$ cat src/rtl/jsc_pkg.sv
// ----------------------------------------------------------------------------
// jsc_pkg
// Types, character codes and literal tables shared by the scalar checker.
// ----------------------------------------------------------------------------
package jsc_pkg;

    typedef enum logic [3:0] {
        PH_LEAD     = 4'd0,
        PH_LITERAL  = 4'd1,
        PH_SIGN     = 4'd2,
        PH_INT      = 4'd3,
        PH_ZERO     = 4'd4,
        PH_DOT      = 4'd5,
        PH_FRAC     = 4'd6,
        PH_EXP      = 4'd7,
        PH_EXPSIGN  = 4'd8,
        PH_EXPDIG   = 4'd9,
        PH_STRING   = 4'd10,
        PH_TRAIL    = 4'd11
    } t_phase;

    typedef enum logic [2:0] {
        ST_OK         = 3'd0,
        ST_EXPECT     = 3'd1,
        ST_INVALID    = 3'd2,
        ST_NOT_SINGLE = 3'd3,
        ST_MISS_QUOTE = 3'd4
    } t_status;

    typedef enum logic [2:0] {
        KIND_NULL   = 3'd0,
        KIND_FALSE  = 3'd1,
        KIND_TRUE   = 3'd2,
        KIND_NUMBER = 3'd3,
        KIND_STRING = 3'd4
    } t_kind;

    typedef enum logic [1:0] {
        LIT_NULL  = 2'd0,
        LIT_FALSE = 2'd1,
        LIT_TRUE  = 2'd2
    } t_lit;

    localparam logic ITEM_CONTENT = 1'b0;
    localparam logic ITEM_VERDICT = 1'b1;

    localparam logic [15:0] LEN_MAX = 16'hFFFF;

    localparam logic [7:0] CH_SPACE = 8'h20;
    localparam logic [7:0] CH_TAB   = 8'h09;
    localparam logic [7:0] CH_LF    = 8'h0A;
    localparam logic [7:0] CH_CR    = 8'h0D;
    localparam logic [7:0] CH_QUOTE = 8'h22;
    localparam logic [7:0] CH_PLUS  = 8'h2B;
    localparam logic [7:0] CH_MINUS = 8'h2D;
    localparam logic [7:0] CH_DOT   = 8'h2E;
    localparam logic [7:0] CH_0     = 8'h30;
    localparam logic [7:0] CH_1     = 8'h31;
    localparam logic [7:0] CH_9     = 8'h39;
    localparam logic [7:0] CH_UP_E  = 8'h45;
    localparam logic [7:0] CH_LO_E  = 8'h65;
    localparam logic [7:0] CH_LO_F  = 8'h66;
    localparam logic [7:0] CH_LO_N  = 8'h6E;
    localparam logic [7:0] CH_LO_T  = 8'h74;

    // One step result travelling from the core to the output register
    typedef struct packed {
        logic        valid;
        logic        item_kind;
        logic [7:0]  content_byte;
        t_status     parse_status;
        t_kind       value_kind;
        logic [15:0] string_length;
    } t_step_res;

    function automatic logic is_space(input logic [7:0] b);
        return (b == CH_SPACE) || (b == CH_TAB) || (b == CH_LF) || (b == CH_CR);
    endfunction

    function automatic logic is_decimal(input logic [7:0] b);
        return (b >= CH_0) && (b <= CH_9);
    endfunction

    function automatic logic is_exp(input logic [7:0] b);
        return (b == CH_LO_E) || (b == CH_UP_E);
    endfunction

    function automatic logic [2:0] lit_len(input t_lit w);
        logic [2:0] len;
        case (w)
            LIT_FALSE: len = 3'd5;
            default:   len = 3'd4;
        endcase
        return len;
    endfunction

    function automatic t_kind lit_kind(input t_lit w);
        t_kind k;
        case (w)
            LIT_FALSE: k = KIND_FALSE;
            LIT_TRUE:  k = KIND_TRUE;
            default:   k = KIND_NULL;
        endcase
        return k;
    endfunction

    function automatic logic [7:0] lit_char(input t_lit w, input logic [2:0] p);
        logic [7:0] c;
        c = 8'h00;
        case (w)
            LIT_FALSE: begin
                case (p)
                    3'd0:    c = 8'h66;
                    3'd1:    c = 8'h61;
                    3'd2:    c = 8'h6C;
                    3'd3:    c = 8'h73;
                    3'd4:    c = 8'h65;
                    default: c = 8'h00;
                endcase
            end
            LIT_TRUE: begin
                case (p)
                    3'd0:    c = 8'h74;
                    3'd1:    c = 8'h72;
                    3'd2:    c = 8'h75;
                    3'd3:    c = 8'h65;
                    default: c = 8'h00;
                endcase
            end
            default: begin
                case (p)
                    3'd0:    c = 8'h6E;
                    3'd1:    c = 8'h75;
                    3'd2:    c = 8'h6C;
                    3'd3:    c = 8'h6C;
                    default: c = 8'h00;
                endcase
            end
        endcase
        return c;
    endfunction

endpackage

$ cat src/rtl/jsc_if.sv
// ----------------------------------------------------------------------------
// jsc_if
// Valid/ready channels for text words in and result words out.
// ----------------------------------------------------------------------------
interface jsc_in_if;
    logic       valid;
    logic       ready;
    logic [7:0] text_byte;
    logic       end_of_text;

    modport source (output valid, output text_byte, output end_of_text, input ready);
    modport sink   (input valid, input text_byte, input end_of_text, output ready);
endinterface

interface jsc_out_if;
    logic        valid;
    logic        ready;
    logic        item_kind;
    logic [7:0]  content_byte;
    logic [2:0]  parse_status;
    logic [2:0]  value_kind;
    logic [15:0] string_length;

    modport source (output valid, output item_kind, output content_byte,
                    output parse_status, output value_kind, output string_length,
                    input ready);
    modport sink   (input valid, input item_kind, input content_byte,
                    input parse_status, input value_kind, input string_length,
                    output ready);
endinterface

$ cat src/rtl/jsc_in_reg.sv
// ----------------------------------------------------------------------------
// jsc_in_reg
// Input register: captures one text word and holds it until the core takes it.
// ----------------------------------------------------------------------------
module jsc_in_reg
    import jsc_pkg::*;
(
    input  logic       i_clk,
    input  logic       i_rst_n,
    jsc_in_if.sink     i_in,
    input  logic       i_advance,
    output logic       o_valid,
    output logic [7:0] o_text_byte,
    output logic       o_end
);

    logic       r_valid;
    logic [7:0] r_byte;
    logic       r_end;
    logic       w_take;

    assign i_in.ready = !r_valid || i_advance;
    assign w_take     = i_in.valid && i_in.ready;

    always_ff @(posedge i_clk) begin
        if (!i_rst_n) begin
            r_valid <= 1'b0;
        end else if (i_in.ready) begin
            r_valid <= i_in.valid;
        end
    end

    always_ff @(posedge i_clk) begin
        if (w_take) begin
            r_byte <= i_in.text_byte;
            r_end  <= i_in.end_of_text;
        end
    end

    assign o_valid     = r_valid;
    assign o_text_byte = r_byte;
    assign o_end       = r_end;

endmodule

$ cat src/rtl/jsc_core.sv
// ----------------------------------------------------------------------------
// jsc_core
// Scanner state and the per-word step: one text word in, at most one result.
// ----------------------------------------------------------------------------
module jsc_core
    import jsc_pkg::*;
(
    input  logic       i_clk,
    input  logic       i_rst_n,
    input  logic       i_fire,
    input  logic [7:0] i_text_byte,
    input  logic       i_end,
    output t_step_res  o_res
);

    t_phase      r_phase,  n_phase;
    logic [2:0]  r_pos,    n_pos;
    t_lit        r_which,  n_which;
    t_status     r_status, n_status;
    t_kind       r_kind,   n_kind;
    logic [15:0] r_count,  n_count;

    t_status     w_vstat;
    t_kind       w_vkind;
    logic [2:0]  w_pos_inc;
    logic        w_lit_hit;
    logic [7:0]  b;

    assign b         = i_text_byte;
    assign w_pos_inc = r_pos + 3'd1;
    assign w_lit_hit = (r_pos < lit_len(r_which)) && (b == lit_char(r_which, r_pos));

    // Verdict for an end marker
    always_comb begin
        w_vstat = r_status;
        w_vkind = r_kind;
        if (r_status == ST_OK) begin
            unique case (r_phase)
                PH_LEAD:   w_vstat = ST_EXPECT;
                PH_STRING: w_vstat = ST_MISS_QUOTE;
                PH_INT, PH_ZERO, PH_FRAC, PH_EXPDIG: w_vkind = KIND_NUMBER;
                PH_TRAIL:  w_vstat = ST_OK;
                default:   w_vstat = ST_INVALID;
            endcase
        end
        if (w_vstat != ST_OK) begin
            w_vkind = KIND_NULL;
        end
    end

    always_comb begin
        n_phase  = r_phase;
        n_pos    = r_pos;
        n_which  = r_which;
        n_status = r_status;
        n_kind   = r_kind;
        n_count  = r_count;

        o_res               = '0;
        o_res.parse_status  = ST_OK;
        o_res.value_kind    = KIND_NULL;

        if (i_end) begin
            o_res.valid         = 1'b1;
            o_res.item_kind     = ITEM_VERDICT;
            o_res.parse_status  = w_vstat;
            o_res.value_kind    = w_vkind;
            o_res.string_length = (w_vstat == ST_OK && w_vkind == KIND_STRING) ? r_count : '0;
            n_phase  = PH_LEAD;
            n_pos    = '0;
            n_which  = LIT_NULL;
            n_status = ST_OK;
            n_kind   = KIND_NULL;
            n_count  = '0;
        end else if (r_status == ST_OK) begin
            unique case (r_phase)
                PH_LEAD: begin
                    if (is_space(b)) begin
                        n_phase = PH_LEAD;
                    end else if (b == CH_LO_N || b == CH_LO_F || b == CH_LO_T) begin
                        n_which = (b == CH_LO_N) ? LIT_NULL :
                                  (b == CH_LO_F) ? LIT_FALSE : LIT_TRUE;
                        n_pos   = 3'd1;
                        n_phase = PH_LITERAL;
                    end else if (b == CH_QUOTE) begin
                        n_count = '0;
                        n_phase = PH_STRING;
                    end else if (b == CH_MINUS) begin
                        n_phase = PH_SIGN;
                    end else if (b == CH_0) begin
                        n_phase = PH_ZERO;
                    end else if (b >= CH_1 && b <= CH_9) begin
                        n_phase = PH_INT;
                    end else begin
                        n_status = ST_INVALID;
                        n_kind   = KIND_NULL;
                    end
                end
                PH_LITERAL: begin
                    if (w_lit_hit) begin
                        n_pos = w_pos_inc;
                        if (w_pos_inc >= lit_len(r_which)) begin
                            n_kind  = lit_kind(r_which);
                            n_phase = PH_TRAIL;
                        end
                    end else begin
                        n_status = ST_INVALID;
                        n_kind   = KIND_NULL;
                    end
                end
                PH_SIGN: begin
                    if (b == CH_0) begin
                        n_phase = PH_ZERO;
                    end else if (b >= CH_1 && b <= CH_9) begin
                        n_phase = PH_INT;
                    end else begin
                        n_status = ST_INVALID;
                        n_kind   = KIND_NULL;
                    end
                end
                PH_INT, PH_ZERO, PH_FRAC: begin
                    if (is_decimal(b) && r_phase != PH_ZERO) begin
                        n_phase = r_phase;
                    end else if (b == CH_DOT && r_phase != PH_FRAC) begin
                        n_phase = PH_DOT;
                    end else if (is_exp(b)) begin
                        n_phase = PH_EXP;
                    end else if (is_space(b)) begin
                        n_kind  = KIND_NUMBER;
                        n_phase = PH_TRAIL;
                    end else begin
                        n_status = ST_NOT_SINGLE;
                        n_kind   = KIND_NULL;
                    end
                end
                PH_DOT, PH_EXPSIGN: begin
                    if (is_decimal(b)) begin
                        n_phase = (r_phase == PH_DOT) ? PH_FRAC : PH_EXPDIG;
                    end else begin
                        n_status = ST_INVALID;
                        n_kind   = KIND_NULL;
                    end
                end
                PH_EXP: begin
                    if (b == CH_PLUS || b == CH_MINUS) begin
                        n_phase = PH_EXPSIGN;
                    end else if (is_decimal(b)) begin
                        n_phase = PH_EXPDIG;
                    end else begin
                        n_status = ST_INVALID;
                        n_kind   = KIND_NULL;
                    end
                end
                PH_EXPDIG: begin
                    if (is_decimal(b)) begin
                        n_phase = PH_EXPDIG;
                    end else if (is_space(b)) begin
                        n_kind  = KIND_NUMBER;
                        n_phase = PH_TRAIL;
                    end else begin
                        n_status = ST_NOT_SINGLE;
                        n_kind   = KIND_NULL;
                    end
                end
                PH_STRING: begin
                    if (b == CH_QUOTE) begin
                        n_kind  = KIND_STRING;
                        n_phase = PH_TRAIL;
                    end else begin
                        if (r_count != LEN_MAX) begin
                            n_count = r_count + 16'd1;
                        end
                        o_res.valid        = 1'b1;
                        o_res.item_kind    = ITEM_CONTENT;
                        o_res.content_byte = b;
                    end
                end
                PH_TRAIL: begin
                    if (!is_space(b)) begin
                        n_status = ST_NOT_SINGLE;
                        n_kind   = KIND_NULL;
                    end
                end
                default: begin
                    n_status = ST_INVALID;
                    n_kind   = KIND_NULL;
                end
            endcase
        end
    end

    always_ff @(posedge i_clk) begin
        if (!i_rst_n) begin
            r_phase  <= PH_LEAD;
            r_pos    <= '0;
            r_which  <= LIT_NULL;
            r_status <= ST_OK;
            r_kind   <= KIND_NULL;
            r_count  <= '0;
        end else if (i_fire) begin
            r_phase  <= n_phase;
            r_pos    <= n_pos;
            r_which  <= n_which;
            r_status <= n_status;
            r_kind   <= n_kind;
            r_count  <= n_count;
        end
    end

    a_content_in_string: assert property (@(posedge i_clk) disable iff (!i_rst_n)
        (o_res.valid && o_res.item_kind == ITEM_CONTENT) |-> (r_phase == PH_STRING && !i_end))
        else $error("content word produced outside a string");

    a_verdict_clears: assert property (@(posedge i_clk) disable iff (!i_rst_n)
        (i_fire && i_end) |=> (r_phase == PH_LEAD && r_status == ST_OK && r_count == 16'd0))
        else $error("state not cleared after verdict");

    a_error_sticky: assert property (@(posedge i_clk) disable iff (!i_rst_n)
        (i_fire && !i_end && r_status != ST_OK) |=> (r_status == $past(r_status)))
        else $error("error status changed before end marker");

    a_ok_kind_on_error: assert property (@(posedge i_clk) disable iff (!i_rst_n)
        (o_res.valid && o_res.item_kind == ITEM_VERDICT && o_res.parse_status != ST_OK)
        |-> (o_res.value_kind == KIND_NULL && o_res.string_length == 16'd0))
        else $error("failed verdict carries a value kind or length");

endmodule

$ cat src/rtl/jsc_out_reg.sv
// ----------------------------------------------------------------------------
// jsc_out_reg
// Result register: holds a result word until the receiver takes it.
// ----------------------------------------------------------------------------
module jsc_out_reg
    import jsc_pkg::*;
(
    input  logic       i_clk,
    input  logic       i_rst_n,
    input  logic       i_fire,
    input  t_step_res  i_res,
    output logic       o_free,
    jsc_out_if.source  o_out
);

    logic      r_valid;
    t_step_res r_res;

    assign o_free = !r_valid || o_out.ready;

    always_ff @(posedge i_clk) begin
        if (!i_rst_n) begin
            r_valid <= 1'b0;
        end else if (o_free) begin
            r_valid <= i_fire && i_res.valid;
        end
    end

    // load only when a word is produced
    always_ff @(posedge i_clk) begin
        if (o_free && i_fire && i_res.valid) begin
            r_res <= i_res;
        end
    end

    assign o_out.valid         = r_valid;
    assign o_out.item_kind     = r_res.item_kind;
    assign o_out.content_byte  = r_res.content_byte;
    assign o_out.parse_status  = r_res.parse_status;
    assign o_out.value_kind    = r_res.value_kind;
    assign o_out.string_length = r_res.string_length;

endmodule

$ cat src/rtl/json_scalar_token_checker_unit.sv
// ----------------------------------------------------------------------------
// json_scalar_token_checker_unit
// Checks that a byte stream holds one JSON scalar and reports a verdict.
// ----------------------------------------------------------------------------
// Usage:
//   i_in carries one text word per handshake: a byte, or an end marker when
//   end_of_text is set. o_out carries result words: each string content
//   byte as it arrives (item_kind 0), and one verdict per end marker
//   (item_kind 1) with status, value kind and string length.
//   A word sits in the input register and is stepped through the scanner
//   state once the result register is free; any result that it yields
//   lands in the result register and is offered on o_out from there.
//   One word per cycle is sustained while o_out does not stall; the single
//   scanner state update per word sets that rate.
//   When o_out stalls, the held result stays put and the input register
//   fills; i_in.ready drops only when both are occupied.
//   Reset (i_rst_n low, synchronous) empties both registers and returns the
//   scanner to the leading-whitespace state with ok status. After every
//   verdict the scanner returns to that state on its own.
// ----------------------------------------------------------------------------
module json_scalar_token_checker_unit
    import jsc_pkg::*;
(
    input  logic      i_clk,
    input  logic      i_rst_n,
    jsc_in_if.sink    i_in,
    jsc_out_if.source o_out
);

    logic       w_in_valid;
    logic [7:0] w_in_byte;
    logic       w_in_end;
    logic       w_out_free;
    logic       w_fire;
    t_step_res  w_res;

    // advance the held word whenever the result slot can take its outcome
    assign w_fire = w_in_valid && w_out_free;

    jsc_in_reg u_in_reg (
        .i_clk       (i_clk),
        .i_rst_n     (i_rst_n),
        .i_in        (i_in),
        .i_advance   (w_fire),
        .o_valid     (w_in_valid),
        .o_text_byte (w_in_byte),
        .o_end       (w_in_end)
    );

    jsc_core u_core (
        .i_clk       (i_clk),
        .i_rst_n     (i_rst_n),
        .i_fire      (w_fire),
        .i_text_byte (w_in_byte),
        .i_end       (w_in_end),
        .o_res       (w_res)
    );

    jsc_out_reg u_out_reg (
        .i_clk   (i_clk),
        .i_rst_n (i_rst_n),
        .i_fire  (w_fire),
        .i_res   (w_res),
        .o_free  (w_out_free),
        .o_out   (o_out)
    );

endmodule
$ cat src/flat_wrapper.sv
// flat-port wrapper written by rule: the top's interface ports become plain ports
module json_scalar_token_checker_unit_flat import jsc_pkg::*;
  (i_clk, i_rst_n, i_in_valid, i_in_text_byte, i_in_end_of_text, i_in_ready, o_out_valid, o_out_item_kind, o_out_content_byte, o_out_parse_status, o_out_value_kind, o_out_string_length, o_out_ready);
  jsc_in_if i_in_i ();
  jsc_out_if o_out_i ();
  input  logic i_clk;
  input  logic i_rst_n;
  input wire logic [$bits(i_in_i.valid)-1:0] i_in_valid;
  input wire logic [$bits(i_in_i.text_byte)-1:0] i_in_text_byte;
  input wire logic [$bits(i_in_i.end_of_text)-1:0] i_in_end_of_text;
  output wire logic [$bits(i_in_i.ready)-1:0] i_in_ready;
  output wire logic [$bits(o_out_i.valid)-1:0] o_out_valid;
  output wire logic [$bits(o_out_i.item_kind)-1:0] o_out_item_kind;
  output wire logic [$bits(o_out_i.content_byte)-1:0] o_out_content_byte;
  output wire logic [$bits(o_out_i.parse_status)-1:0] o_out_parse_status;
  output wire logic [$bits(o_out_i.value_kind)-1:0] o_out_value_kind;
  output wire logic [$bits(o_out_i.string_length)-1:0] o_out_string_length;
  input wire logic [$bits(o_out_i.ready)-1:0] o_out_ready;
  assign i_in_i.valid = i_in_valid;
  assign i_in_i.text_byte = i_in_text_byte;
  assign i_in_i.end_of_text = i_in_end_of_text;
  assign i_in_ready = i_in_i.ready;
  assign o_out_valid = o_out_i.valid;
  assign o_out_item_kind = o_out_i.item_kind;
  assign o_out_content_byte = o_out_i.content_byte;
  assign o_out_parse_status = o_out_i.parse_status;
  assign o_out_value_kind = o_out_i.value_kind;
  assign o_out_string_length = o_out_i.string_length;
  assign o_out_i.ready = o_out_ready;
  json_scalar_token_checker_unit u_core (.i_clk(i_clk), .i_rst_n(i_rst_n), .i_in(i_in_i), .o_out(o_out_i));
endmodule
$ cat config.mk
export PLATFORM = sky130hd
export DESIGN_NAME = json_scalar_token_checker_unit_flat
export DESIGN_NICKNAME = d
export VERILOG_FILES = /design/src/rtl/jsc_pkg.sv /design/src/rtl/jsc_if.sv /design/src/rtl/jsc_in_reg.sv /design/src/rtl/jsc_core.sv /design/src/rtl/jsc_out_reg.sv /design/src/rtl/json_scalar_token_checker_unit.sv /design/src/flat_wrapper.sv
export SDC_FILE = /design/constraint.sdc
export NUM_CORES = 1
export LEC_CHECK = 0
export ABC_CLOCK_PERIOD_IN_PS = 6250
export BUFFER_PORTS_ARGS = -buffer_cell sky130_fd_sc_hd__buf_4
export CAP_MARGIN = 10
export CELL_PAD_IN_SITES_DETAIL_PLACEMENT = 0
export CELL_PAD_IN_SITES_GLOBAL_PLACEMENT = 1
export CORE_ASPECT_RATIO = 0.6
export CORE_MARGIN = 2
export CORE_UTILIZATION = 49
export DETAILED_ROUTE_END_ITERATION = 8
export PLACE_DENSITY = 0.85
export SLEW_MARGIN = 0
export SYNTH_ARGS = -nofsm -noshare
export SYNTH_HDL_FRONTEND = slang
export SYNTH_SLANG_ARGS = --single-unit
$ cat constraint.sdc
create_clock -name i_clk -period 6.25 [get_ports i_clk]
set_clock_uncertainty 0.15 [all_clocks]
set_input_delay 0 -clock i_clk [delete_from_list [all_inputs] [get_ports i_clk]]
set_output_delay 0 -clock i_clk [all_outputs]
set_load 0.005 [all_outputs]
Word level (Yosys, flattened, before mapping). Index checks and enable logic that the tools add are counted.

Flip-flop bits (word level): 73. Input bits: 13. Output and inout bits: 33. Logic and storage cells: 226.

Add/subtract/negate cells: 2. Magnitude comparators: 5. Eq/ne operators: 59. Multiplexer cells: 98. Bitwise operators: 2. Reductions and logical operators: 45.

Operator list (number): $mux 3 (47); $mux 16 (7); $mux 4 (20); $ne 3x2->1 const B (19); $pmux 3 s9 (2); $eq 8x6->1 const B (6); $eq 8x7->1 const B (5); $pmux 7 s5 (1); $pmux 16 s2 (1); $pmux 4 s8 (1); $mux 10 (3); $pmux 7 s4 (1); $eq 8x4->1 const B (3); $pmux 7 s3 (1); $mux 2 (9); $add 16x1->16 const B (1); $eq 4x3->1 const B (4); $eq 4x4->1 const B (4); $ge 8x6->1 const B (2); $ne 16x16->1 const B (1); $ne 4x3->1 const B (4); $pmux 8 s2 (1); $reduce_and 14->1 (1); $reduce_and 13->1 (1); other kinds (34) (66).

Depth between registers and ports, before layout. Gate-level depths: netlist (run 1).

Word-level depth: 16. Mapped depth: 11. Depth with buffers taken out: 10.

Cells and area by module. From an unflattened synthesis (run 1), not the netlist that was laid out.

Cell total of the unflattened synthesis: 476. Area, all modules: 4325.4 um2.

Modules (own cells, without submodules): jsc_core (instances 1, cells an instance 425, area an instance 2995.4 um2, seq. area each 600.6 um2); jsc_out_reg (instances 1, cells an instance 36, area an instance 996.0 um2, seq. area each 950.9 um2); jsc_in_reg (instances 1, cells an instance 14, area an instance 327.8 um2, seq. area each 290.3 um2); json_scalar_token_checker_unit (instances 1, cells an instance 1, area an instance 6.3 um2, seq. area each 0.0 um2).

Worst setup path before layout (run 1). No wires, ideal clock.

Path type: reg-to-reg. Start point: register u_core.u_core.r_pos[0]. End point: register u_core.u_core.r_status[1]. Library setup time: 0.061 ns. Arrival time: 2.535 ns. Data required time: 6.039 ns. Slack: 3.504 ns. Stages on the path, launching flop included: 11. Path through: dfxtp_1 inv_1 ha_1 or3_4 o311ai_4 o2bb2ai_1 a311o_1 and4_4 buf_6 a211oi_4 o221a_1.

Cells in the longest elaborated chain, start to end: 8. Elaborated cells between the ends (all ways): 15.

RTL lines: start: declaration (RTL line jsc_core.sv:17) `logic [2:0] r_pos, n_pos;`; start signal: assignment (RTL line jsc_core.sv:202) `r_pos <= n_pos;`; $eq 3x2->1 (RTL line jsc_pkg.sv:112, jsc_pkg.sv:122, jsc_pkg.sv:131); $reduce_or 2->1 (no source line); $pmux 7 s3 (RTL line jsc_pkg.sv:131) `case (p)`; $pmux 8 s2 (RTL line jsc_pkg.sv:110) `case (w)`; $eq 8x8->1 (RTL line jsc_core.sv:31) `assign w_lit_hit = (r_pos < lit_len(r_which)) && (b == lit_char(r_which, r_pos));`; $logic_and 1x1->1 * (RTL line jsc_core.sv:31); $ne 3x2->1 (no source line) *; $reduce_and 13->1 (no source line) *; end signal: assignment (RTL line jsc_core.sv:204) `r_status <= n_status;`; end: declaration (RTL line jsc_core.sv:19) `t_status r_status, n_status;`.

Mark *: on every way between the ends. The rest lies on a longest branch, timed or not. A chain may end at the register's enable or synchronous reset.

Worst setup path after layout (run 1).
Start point: register u_core.u_in_reg.r_byte[3] (netlist: u_core.u_in_reg.o_text_byte[3]). End point: register u_core.u_out_reg.r_res (netlist bit u_core.u_out_reg.o_out.value_kind[0]), enable pin.

Cells in the longest elaborated chain, start to end: 6.

RTL lines: start: declaration (RTL line jsc_in_reg.sv:18) `logic [7:0] r_byte;`; start signal: assignment (RTL line jsc_in_reg.sv:35) `r_byte <= i_in.text_byte;`; $eq 8x6->1 (RTL line jsc_core.sv:166) `if (b == CH_QUOTE) begin`; $mux 10 (RTL line jsc_core.sv:166); $mux 10 (RTL line jsc_core.sv:76) `unique case (r_phase)`; $mux 10 (RTL line jsc_core.sv:75) `end else if (r_status == ST_OK) begin`; $mux 2 (RTL line jsc_core.sv:63) `if (i_end) begin`; $logic_and 1x1->1 (RTL line jsc_out_reg.sv:31) `if (o_free && i_fire && i_res.valid) begin`; end signal: assignment (RTL line jsc_out_reg.sv:32) `r_res <= i_res;`; end: declaration (RTL line jsc_out_reg.sv:17) `t_step_res r_res;`.

No other way between the ends.

==> results of run 1 <==
==> report_power, final <==
group | switching, mW | internal, mW
Sequential | 0.0171 | 0.512
Combinational | 0.0490 | 0.0410
Clock | 0.215 | 0.314
Total | 0.281 | 0.866
==> path summary, 6_finish.rpt <==
check                                                     from                                   end  slack (ns)
worst max-delay path            u_core.u_in_reg.o_text_byte[3]  u_core.u_out_reg.o_out.value_kind[0]        2.75
worst min-delay path                         i_in_text_byte[1]        u_core.u_in_reg.o_text_byte[1]        0.23
worst max register to register  u_core.u_in_reg.o_text_byte[3]  u_core.u_out_reg.o_out.value_kind[0]        2.75
worst min register to register        u_core.u_core.r_count[9]              u_core.u_core.r_count[9]        0.36
==> worst max-delay path: stages (launching register included) <==
cell      delay (ns)
edfxtp_1        0.57
nor4b_1         0.64
and2_0          0.42
nor3_1          0.09
o21ai_0         0.48
inv_1           0.69
==> Yosys cell counts, drive strengths merged (6+ instances only) <==
cell	n	area share
and3	22	0.033
and2	12	0.017
nand3b	6	0.010
o21ai	26	0.031
nor2	49	0.045
ha	12	0.034
dfxtp	32	0.14
nand4	8	0.011
a31oi	6	0.0085
xor2	8	0.016
clkbuf	14	0.012
edfxtp	40	0.27
a21oi	30	0.034
nand2	38	0.032
nor3	7	0.0079
buf	16	0.023
nand2b	15	0.021
inv	18	0.015
nand3	16	0.018
nor4	10	0.015
==> sequential cells by signal, indices dropped and copies added, names as in the netlist <==
register and count:
u_core.u_out_reg.o_out.content_byte 8, u_core.u_out_reg.o_out.string_length 16, u_core.u_core.r_status 2, u_core.u_core.r_which 2
u_core.u_core.r_count 16, u_core.u_core.r_pos 3, u_core.u_core.r_phase 4, u_core.u_out_reg.o_out.value_kind 3
u_core.u_in_reg.o_end 1, u_core.u_out_reg.o_out.valid 1, u_core.u_in_reg.o_valid 1, u_core.u_core.r_kind 3
u_core.u_in_reg.o_text_byte 8, u_core.u_out_reg.o_out.parse_status 3, u_core.u_out_reg.o_out.item_kind 1
==> kinds of logic (layout without fill, tap and decap cells) <==
| logic type | Yosys count | in the layout | share of synthesized area |
|---|---|---|---|
| AO/OA/AOI/OAI | 121 | 121 | 0.2032 |
| XOR/XNOR | 13 | 13 | 0.02564 |
| adder cells (fa/ha/maj) | 12 | 12 | 0.03381 |
| buffers and inverters | 49 | 94 | 0.05072 |
| flip-flops | 72 | 72 | 0.4148 |
| multiplexers | 3 | 3 | 0.006763 |
| AND/OR/NAND/NOR | 211 | 211 | 0.2651 |
==> layout make-up <==
type                            count  area [um2]
Fill cell                         775        3446
Inverter                           19       71.32
Clock buffer                        9       225.2
Timing Repair Buffer               59       475.5
Clock inverter                      7       80.08
Tap cell                          112       140.1
Sequential cell                    72        1842
Multi-Input combinational cell    360        2374
==> per-layer routing <==
metal / vias to the layer above / share of wire / global-route usage
met5: - / 0 / 0
met4: 0 / 0.0073 / 0.05604
met3: 11 / 0.11 / 0.07655
met2: 201 / 0.38 / 0.3285
met1: 1885 / 0.50 / 0.4067
li1: 1872 / - / -
==> metrics by stage <==
step / area (um2) / hold WS (ns) / utilization / setup slack (ns) / cells
detailed placement: 4772 / 0.02921 / 0.5515 / 2.949 / 609
floorplan: 4441 / -0.05113 / - / 3.504 / 481
global route: 5207 / 0.2333 / 0.6018 / 2.559 / 638
finish: 5207 / 0.2339 / 0.6018 / 2.754 / 638
global placement: 4772 / 0.02812 / 0.5515 / 3.020 / 609
CTS: 5207 / 0.2244 / 0.6018 / 2.922 / 638
==> results by group, run 1 <==
Timing
  – Fmax: 0.2860 GHz
  – Max transition margin: 0.2025
  – Post-route minimum period: 3.496 ns
  – Final count of hold timing violations: 0
  – Setup Viol. Count Final: 0
  – Slew Limit Fails: 0
  – Post-route setup TNS: 0 ns
  – Tcrit/Tclk final: 0.5594
  – Worst-Margin Slew: 1.195 ns
  – RSZ-0062 raised after global routing: no

Clock tree
  – Skew-Pair Late Insertion Delay: 0.34 ns
  – Clock Tree Root: clkbuf_16
  – Clock transition at path regs: 0.06 ns
  – Num CTS Buffers: 9
  – CTS tree: yes
  – Post-CTS Setup Inserts: 0
  – Post-cts sizing count: 0
  – H-Tree Depth: 3
  – Hold_buf cts: 13
  – Sink Count: 72
  – CTS Buffer Depth: 2

Setup path
  – Critical path arrival: 3.22 ns
  – R2R cell count: 5
  – Crit-path max FO: 31
  – Setup Crit Path Kind: flip-flop to flip-flop
  – Crit path required time: 5.98 ns
  – CP Launch Type: flip-flop
  – CP Capture Type: flip-flop

Yosys
  – Synth Warn #: 0
  – Synth Instances: 481
  – Yosys cell types: 83
  – Synth Cell Area: 4441 um2
  – Top FF cell, synth: edfxtp_1
  – Syn Area/Cell: 9.232 um2
  – Post-synth EDFFs: 40
  – FF+latch count, synth: 72
  – Seq/Total Area, Yosys: 0.4148
  – Syn nets: 506
  – Fraction of registers with async set/reset: 0

Outcome
  – Status: finished clean

Floorplan
  – Initial core utilization: 0.5132
  – Floorplan Core Area: 8653 um2
  – Die X: 126.9 um
  – Die Ht: 77.74 um
  – I/O pins: 46
  – Die area: 9865 um2
  – FP Rows: 26

Pwr
  – Leakage Power: 1.901 nW
  – Worst IR Drop VDD: 0.1254 mV
  – Power Density: 220.3 nW/um2
  – Total power: 1.147 mW

Cells and area
  – Area delta synth->final: 17.27%
  – Most common cell after layout, fill and taps aside: nor2_1
  – Final nets: 546
  – Most frequent cells in the layout: nor2_1, buf_4, edfxtp_1
  – Ratio of cells with drive above 1 in the final layout: 0.1673
  – Diodes inserted: 0

Detailed routing
  – Detailed-router iteration count before antenna repair: 6
  – Via Count: 3969
  – Total wire length: 12.10 mm
  – Via/cell ratio: 6.221
  – Initial detailed-routing violation count: 578
  – Number of remaining DRC errors: 0
  – Routed Antenna Nets: 0
  – WL/cell: 18.97 um

Placed design
  – Dpl hpwl: 8.877 mm
  – Port Buf Inserts: 45
  – GPL Wtd Cong: 0.9378

Global routing
  – First-pass GRT wire length: 19.51 mm
  – Antenna violations before repair: 0
  – Largest net degree at the start of global routing: 32
  – Total track usage: 0.2545
  – Overflow after GRT: 0
  – Vias in the first global route: 3582

Job
  – Max Cap Viol: 0

Worst hold path
  – Hold depth: 2
  – Hold crit path type: input port to flip-flop
Power figures use the tool's default switching activity.
==> inputs of run 2 (changes only) <==
--- a/config.mk
+++ b/config.mk
@@ -5,16 +5,17 @@
 export SDC_FILE = /design/constraint.sdc
 export NUM_CORES = 1
 export LEC_CHECK = 0
-export ABC_CLOCK_PERIOD_IN_PS = 6250
+export ABC_AREA = 1
+export ABC_CLOCK_PERIOD_IN_PS = 3200
 export BUFFER_PORTS_ARGS = -buffer_cell sky130_fd_sc_hd__buf_4
 export CAP_MARGIN = 10
 export CELL_PAD_IN_SITES_DETAIL_PLACEMENT = 0
 export CELL_PAD_IN_SITES_GLOBAL_PLACEMENT = 1
 export CORE_ASPECT_RATIO = 0.6
 export CORE_MARGIN = 2
-export CORE_UTILIZATION = 49
+export CORE_UTILIZATION = 39
 export DETAILED_ROUTE_END_ITERATION = 8
-export PLACE_DENSITY = 0.85
+export PLACE_DENSITY = 0.76
 export SLEW_MARGIN = 0
 export SYNTH_ARGS = -nofsm -noshare
 export SYNTH_HDL_FRONTEND = slang
==> constraint.sdc (replaced) <==
create_clock -name i_clk -period 3.2 [get_ports i_clk]
set_clock_uncertainty 0.15 [all_clocks]
set_input_delay 0 -clock i_clk [delete_from_list [all_inputs] [get_ports i_clk]]
set_output_delay 0 -clock i_clk [all_outputs]
set_load 0.005 [all_outputs]
==> results by group, run 2 <==
Pwr
  – Sw Share: 0.2915 (+0.04667)
  – Comb pwr share: 0.175 (+0.097)
  – Worst IR Drop VDD: 0.2428 mV (+94%)
  – Switching pwr: 0.7626 mW (+170%)
  – Sequential power share: 0.399 (-0.062)
  – Leakage Power: 2.295 nW (+21%)
  – Power share of the clock group: 0.426 (-0.034)
  – Int Pwr: 1.854 mW (+110%)
  – Power Density: 473.6 nW/um2 (+110%)

Setup path
  – Worst Path Buf+Inv: 3 (+2)
  – Crit path cell chain: inv_1 -> nor2_1 -> nand2_1 -> nor2_1 -> inv_1 -> nand3_2 -> inv_2 -> o21ai_0 -> nand3_2 -> nor2_1
  – Worst reg2reg setup slack: 0.48 ns (-2.28 ns)
  – CP Launch Type: flip-flop
  – CP Capture Type: flip-flop
  – Crit-path max FO: 16 (-48%)
  – R2r startpoint: u_core.u_core.r_phase[1]
  – Kind of cell adding the most delay to the critical path: simple AND/OR/NAND/NOR gates
  – Reg-to-Reg End: u_core.u_out_reg.o_out.string_length[8]
  – R2R cell count: 10 (+5)
  – Crit path required time: 3.23 ns (-2.75 ns)
  – Critical path arrival: 2.75 ns (-0.47 ns)
  – Setup Crit Path Kind: flip-flop to flip-flop
  – Most common cell on crit path: nor2_1
  – Slowest library cell on the worst path: nand3_2
  – CP peak stage delay: 0.43 ns (-0.26 ns)

Clock tree
  – Clock Tree Root: clkbuf_16
  – Clock transition at path regs: 0.06 ns (about the same)
  – Skew-Pair Late Insertion Delay: 0.34 ns (about the same)
  – Hold_buf cts: 12 (-1)
  – CTS tree: yes
  – Sink Count: 72 (unchanged)
  – Post-cts sizing count: 0 (unchanged)
  – CTS Buffer Depth: 2 (unchanged)
  – H-Tree Depth: 3 (unchanged)
  – Num CTS Buffers: 9 (unchanged)
  – Post-CTS Setup Inserts: 0 (unchanged)

Global routing
  – Total track usage: 0.2148 (-0.03970)
  – Largest net degree at the start of global routing: 20 (-38%)
  – Antenna violations before repair: 0 (unchanged)
  – Vias in the first global route: 3804 (+6.2%)
  – Overflow after GRT: 0 (unchanged)
  – First-pass GRT wire length: 20.44 mm (+4.8%)

Detailed routing
  – WL/cell: 15.38 um (-19%)
  – Number of remaining DRC errors: 0 (unchanged)
  – Via Count: 4288 (+8.0%)
  – Via/cell ratio: 5.081 (-18%)
  – Total wire length: 12.98 mm (+7.2%)
  – Initial detailed-routing violation count: 415 (-28%)
  – Detailed-router iteration count before antenna repair: 5 (-1)
  – Routed Antenna Nets: 0 (unchanged)

Yosys
  – Fraction of registers with async set/reset: 0 (unchanged)
  – Most numerous cell in the Yosys netlist: nand2_1
  – Yosys cell types: 46 (-45%)
  – Syn Area/Cell: 7.377 um2 (-20%)
  – Post-synth EDFFs: 40 (unchanged)
  – Top-area cell type share of the netlist area: 0.2643 (-0.006182)
  – Synth Cell Area: 4544 um2 (+2.3%)
  – Post-synth top area cell: edfxtp_1
  – Synth Warn #: 0 (unchanged)
  – Most frequent cells after synthesis: nand2_1, nor2_1, inv_1, nand3_1, edfxtp_1
  – Syn nets: 641 (+27%)
  – Seq/Total Area, Yosys: 0.4053 (-0.009478)
  – Synth Instances: 616 (+28%)
  – Top FF cell, synth: edfxtp_1
  – FF+latch count, synth: 72 (unchanged)
  – Synth area leaders: edfxtp_1, dfxtp_1, nand2_1

Floorplan
  – Die X: 143.4 um (+13%)
  – I/O pins: 46 (unchanged)
  – Die area: 12560 um2 (+27%)
  – Initial core utilization: 0.4009 (-0.1123)
  – Die Ht: 87.62 um (+13%)
  – Floorplan Core Area: 11340 um2 (+31%)
  – FP Rows: 30 (+15%)

Placed design
  – Port Buf Inserts: 45 (unchanged)
  – Number of instances in the placed design: 816 (+34%)
  – Dpl hpwl: 9.909 mm (+12%)
  – Dpl cell area: 5076 um2 (+6.4%)
  – GPL Wtd Cong: 0.9360 (-0.19%)

Timing
  – Post-route minimum period: 2.722 ns (-0.7746 ns)
  – Hold Slack: 0.2224 ns (-0.01149 ns)
  – Slew Limit Fails: 0 (unchanged)
  – Fmax: 0.3674 GHz (+28%)
  – Worst-Margin Slew: 0.6746 ns (-0.5203 ns)
  – Setup Viol. Count Final: 0 (unchanged)
  – Tcrit/Tclk final: 0.8506 (+0.2911)
  – Max transition margin: 0.5497 (+0.3473)
  – RSZ-0062 raised after global routing: no
  – Post-route setup TNS: 0 ns (unchanged)
  – Final count of hold timing violations: 0 (unchanged)

Job
  – Max Cap Viol: 0 (unchanged)

Cells and area
  – Layout filler cell count: 1151 (+49%)
  – Area delta synth->final: 21.56%
  – Most frequent cells in the layout: nand2_1, nor2_1, inv_1
  – Final nets: 704 (+29%)
  – Ratio of cells with drive above 1 in the final layout: 0.1798 (+0.01252)
  – Diodes inserted: 0 (unchanged)
  – Finished Layout Cells: 844 (+32%)
  – Design area: 5524 um2 (+6.1%)
  – Most common cell after layout, fill and taps aside: nand2_1
  – Layout Utilization: 0.4873 (-0.1145)

Worst hold path
  – Hold crit path type: input port to flip-flop
  – Hold depth: 2 (unchanged)
  – Beginning of the worst hold path: i_in_end_of_text
  – Hold EP: u_core.u_in_reg.o_end

Outcome
  – Status: finished clean
==> run 2: changes by cell type in the layout (fill, tap and decap cells not counted), sizes merged, moves of 7 or more <==
| cell | delta |
|---|---|
| and2 | -12 |
| nor3 | +9 |
| nand2b | -15 |
| a21oi | +7 |
| nand2 | +111 |
| inv | +64 |
| nand3 | +37 |
| nor2 | +55 |
| o21ai | +8 |
| and3 | -22 |
==> run 2: worst reg2reg max path, cell delays in order (launching register included) <==
cell and delay [ns]:
dfxtp_1 0.42, inv_1 0.12, nor2_1 0.25, nand2_1 0.28
nor2_1 0.28, inv_1 0.11, nand3_2 0.12, inv_2 0.04
o21ai_0 0.13, nand3_2 0.43, nor2_1 0.24
==> run 2: worst max-delay path by stage <==
| stage | from | to | slack [ns] | cells past startpoint |
|---|---|---|---|---|
| floorplan | u_core.u_core.r_phase[1] | u_core.u_out_reg.o_out.content_byte[0] | 0.62 | 7 |
| global placement | u_core.u_core.r_phase[1] | u_core.u_out_reg.o_out.string_length[15] | 0.43 | 10 |
| detailed placement | u_core.u_core.r_pos[0] | u_core.u_core.r_phase[3] | 0.48 | 14 |
| CTS | u_core.u_core.r_phase[1] | u_core.u_out_reg.o_out.string_length[7] | 0.46 | 10 |
| global route | u_core.u_core.r_pos[0] | u_core.u_core.r_phase[3] | 0.11 | 14 |
| finish | u_core.u_core.r_phase[1] | u_core.u_out_reg.o_out.string_length[8] | 0.48 | 10 |
==> run 2: per-layer routing <==
metal | routed length, um | up-vias | GRT usage
met2 | 4609 | 180 | 0.2640
li1 | - | 2161 | -
met4 | 146 | 0 | 0.05704
met5 | 0 | - | 0
met3 | 1160 | 16 | 0.05303
met1 | 7060 | 1931 | 0.3566
==> run 2: final cells by class <==
type | instances | area (um2) | area share
Multi-Input combinational cell | 449 | 2333 | 0.4224
Sequential cell | 72 | 1842 | 0.3334
Timing Repair Buffer | 63 | 503.0 | 0.09105
Inverter | 84 | 317.8 | 0.05753
Clock buffer | 9 | 225.2 | 0.04077
Tap cell | 160 | 200.2 | 0.03624
Clock inverter | 7 | 102.6 | 0.01857
==> run 2: metrics by stage <==
step	setup WS [ns]	power, mW
2_1_floorplan	0.6242	1.377
3_3_place_gp	0.4258	1.507
3_5_place_dp	0.4752	1.503
4_1_cts	0.4630	2.630
5_1_grt	0.1141	2.729
6_report	0.4782	2.616
==> run 2: power groups by stage <==
stage | Clock [mW] | Combinational, mW | Sequential [mW]
floorplan | 0 | 0.325 | 1.05
global placement | 0 | 0.444 | 1.06
detailed placement | 0 | 0.440 | 1.06
CTS | 1.13 | 0.454 | 1.04
global route | 1.17 | 0.513 | 1.05
finish | 1.11 | 0.457 | 1.04
==> run 2: logic make-up (layout without fill, tap and decap cells) <==
kind of cell	count (synthesis)	count (layout)	share of synthesized area
flip-flops	72	72	0.4053
AO/OA/AOI/OAI	87	87	0.1178
XOR/XNOR	6	6	0.01156
adder cells (fa/ha/maj)	12	12	0.03304
buffers and inverters	95	163	0.08370
AND/OR/NAND/NOR	344	344	0.3486
==> inputs of run 3 (changes only) <==
--- a/config.mk
+++ b/config.mk
@@ -9,13 +9,11 @@
 export ABC_CLOCK_PERIOD_IN_PS = 3200
 export BUFFER_PORTS_ARGS = -buffer_cell sky130_fd_sc_hd__buf_4
 export CAP_MARGIN = 10
-export CELL_PAD_IN_SITES_DETAIL_PLACEMENT = 0
-export CELL_PAD_IN_SITES_GLOBAL_PLACEMENT = 1
 export CORE_ASPECT_RATIO = 0.6
 export CORE_MARGIN = 2
-export CORE_UTILIZATION = 39
+export CORE_UTILIZATION = 54
 export DETAILED_ROUTE_END_ITERATION = 8
-export PLACE_DENSITY = 0.76
+export PLACE_DENSITY = 0.77
 export SLEW_MARGIN = 0
 export SYNTH_ARGS = -nofsm -noshare
 export SYNTH_HDL_FRONTEND = slang
==> results by group, run 3 (synthesized netlist as in run 2, its figures left out) <==
Cells and area
  – Most common cell after layout, fill and taps aside: nand2_1
  – Area delta synth->final: 20.02%
  – Diodes inserted: 0 (unchanged)
  – Finished Layout Cells: 792 (-6.2%)
  – Most frequent cells in the layout: nand2_1, nor2_1, inv_1
  – Final nets: 704 (unchanged)
  – Ratio of cells with drive above 1 in the final layout: 0.1798 (unchanged)
  – Design area: 5454 um2 (-1.3%)
  – Layout Utilization: 0.6811 (+0.1938)

Clock tree
  – H-Tree Depth: 3 (unchanged)
  – Post-CTS Setup Inserts: 0 (unchanged)
  – CTS tree: yes
  – Skew-Pair Late Insertion Delay: 0.34 ns (about the same)
  – Clock Tree Root: clkbuf_16
  – Clock transition at path regs: 0.06 ns (about the same)
  – Num CTS Buffers: 9 (unchanged)
  – CTS Buffer Depth: 2 (unchanged)
  – Sink Count: 72 (unchanged)

Setup path
  – CP Capture Type: flip-flop
  – Critical path arrival: 2.84 ns (+0.09 ns)
  – Kind of cell adding the most delay to the critical path: simple AND/OR/NAND/NOR gates
  – Crit path required time: 3.22 ns (about the same)
  – Slowest library cell on the worst path: dfxtp_1
  – Most common cell on crit path: inv_2
  – Crit-path max FO: 16 (unchanged)
  – Crit path cell chain: inv_2 -> nand2_1 -> inv_2 -> nand2_1 -> clkinv_1 -> nor2_1 -> a31oi_4 -> nand3_2 -> inv_2 -> o21ai_0 -> nand3_4 -> nor2_1
  – Worst Path Buf+Inv: 4 (+1)
  – CP peak stage delay: 0.41 ns (-0.02 ns)
  – Setup Crit Path Kind: flip-flop to flip-flop
  – CP Launch Type: flip-flop

Pwr
  – Power Density: 463.5 nW/um2 (-2.1%)
  – Worst IR Drop VDD: 0.3070 mV (+26%)
  – Total power: 2.528 mW (-3.4%)
  – Leakage Power: 2.289 nW (-0.27%)

Floorplan
  – Die area: 9190 um2 (-27%)
  – Die X: 122.4 um (-15%)
  – FP Rows: 25 (-17%)
  – Initial core utilization: 0.5675 (+0.1666)
  – I/O pins: 46 (unchanged)
  – Die Ht: 75.06 um (-14%)
  – Floorplan Core Area: 8008 um2 (-29%)

Detailed routing
  – Number of remaining DRC errors: 0 (unchanged)
  – Via Count: 4457 (+3.9%)
  – Length of routed met2 wiring: 4.961 mm (+7.6%)
  – Detailed-router iteration count before antenna repair: 5 (unchanged)
  – Met3 WL post-DR: 1.781 mm (+54%)
  – Total wire length: 12.75 mm (-1.8%)
  – Initial detailed-routing violation count: 678 (+63%)
  – Routed Antenna Nets: 0 (unchanged)
  – Metal-1 WL: 5.814 mm (-18%)
  – WL/cell: 16.09 um (+4.7%)
  – Via/cell ratio: 5.628 (+11%)
  – Uppermost layer routed: met4

Timing
  – RSZ-0062 raised after global routing: no
  – Post-route setup TNS: 0 ns (unchanged)
  – Tcrit/Tclk final: 0.8799 (+0.02937)
  – Setup Viol. Count Final: 0 (unchanged)
  – Max transition margin: 0.5580 (+0.008239)
  – Post-route minimum period: 2.816 ns (+0.09398 ns)
  – Final count of hold timing violations: 0 (unchanged)
  – Slew Limit Fails: 0 (unchanged)
  – Worst-Margin Slew: 0.6623 ns (-0.01234 ns)
  – Fmax: 0.3551 GHz (-3.3%)

Outcome
  – Status: finished clean

Placed design
  – Number of instances in the placed design: 764 (-6.4%)
  – Dpl hpwl: 9.684 mm (-2.3%)
  – GPL Wtd Cong: 1.006 (+7.5%)
  – Port Buf Inserts: 45 (unchanged)
  – Dpl cell area: 5024 um2 (-1.0%)

Global routing
  – First-pass GRT wire length: 20.38 mm (-0.34%)
  – Total track usage: 0.2938 (+0.07898)
  – Vias in the first global route: 3974 (+4.5%)
  – Largest net degree at the start of global routing: 31 (+55%)
  – Overflow after GRT: 0 (unchanged)
  – Antenna violations before repair: 0 (unchanged)

Job
  – Max Cap Viol: 0 (unchanged)

Worst hold path
  – Hold crit path type: input port to flip-flop
-- run 3: changes by cell type in the layout (fill, tap and decap cells not counted) --
cell / before / now
nand3_4: 0 / 1
bufinv_16: 2 / 1
clkinv_2: 0 / 1
buf_4: 51 / 50
nand3_2: 2 / 1
buf_12: 0 / 1
-- run 3: layout make-up --
type | instances | area (um2)
inverter | 84 | 317.8
clock inverter | 7 | 77.57
sequential | 72 | 1842
timing repair buffer | 63 | 515.5
clock buffer | 9 | 225.2
fill | 686 | 2554
multi-input combinational | 449 | 2341
tap | 108 | 135.1
-- run 3: per-stage QoR --
| stage | hold WS, ns | setup slack, ns |
|---|---|---|
| floorplan | -0.05113 | 0.6242 |
| global placement | 0.02835 | 0.4191 |
| detailed placement | 0.02951 | 0.3474 |
| CTS | 0.2290 | 0.2958 |
| global route | 0.2420 | 0.1259 |
| finish | 0.2345 | 0.3843 |
-- run 3: repair_timing --
action / CTS / global route
gates resized for setup: 0 / 1
setup endpoints to repair: 0 / 1
endpoints found under the hold margin: 24 / 0
hold buffers: 12 / 0
-- run 3: final timing paths --
kind                                             end                startpoint  slack (ns)  cells past startpoint
max          u_core.u_out_reg.o_out.string_length[9]  u_core.u_core.r_phase[2]        0.38                     12
min reg2reg                  u_core.u_core.r_kind[0]   u_core.u_core.r_kind[0]        0.32                      2
max reg2reg  u_core.u_out_reg.o_out.string_length[9]  u_core.u_core.r_phase[2]        0.38                     12
min                   u_core.u_in_reg.o_text_byte[5]         i_in_text_byte[5]        0.23                      2
-- run 3: layer usage --
metal	global-route usage	vias to the layer above
met5	0	-
met4	0.09323	0
met3	0.09091	21
met2	0.3932	285
met1	0.4462	1985
li1	-	2166
-- run 3: power by group --
part	switching, mW	total (mW)	internal, mW	leakage, nW
Sequential	0.0344	1.04	1.01	0.669
Combinational	0.311	0.467	0.156	1.47
Clock	0.407	1.02	0.610	0.146
Total	0.753	2.53	1.78	2.29
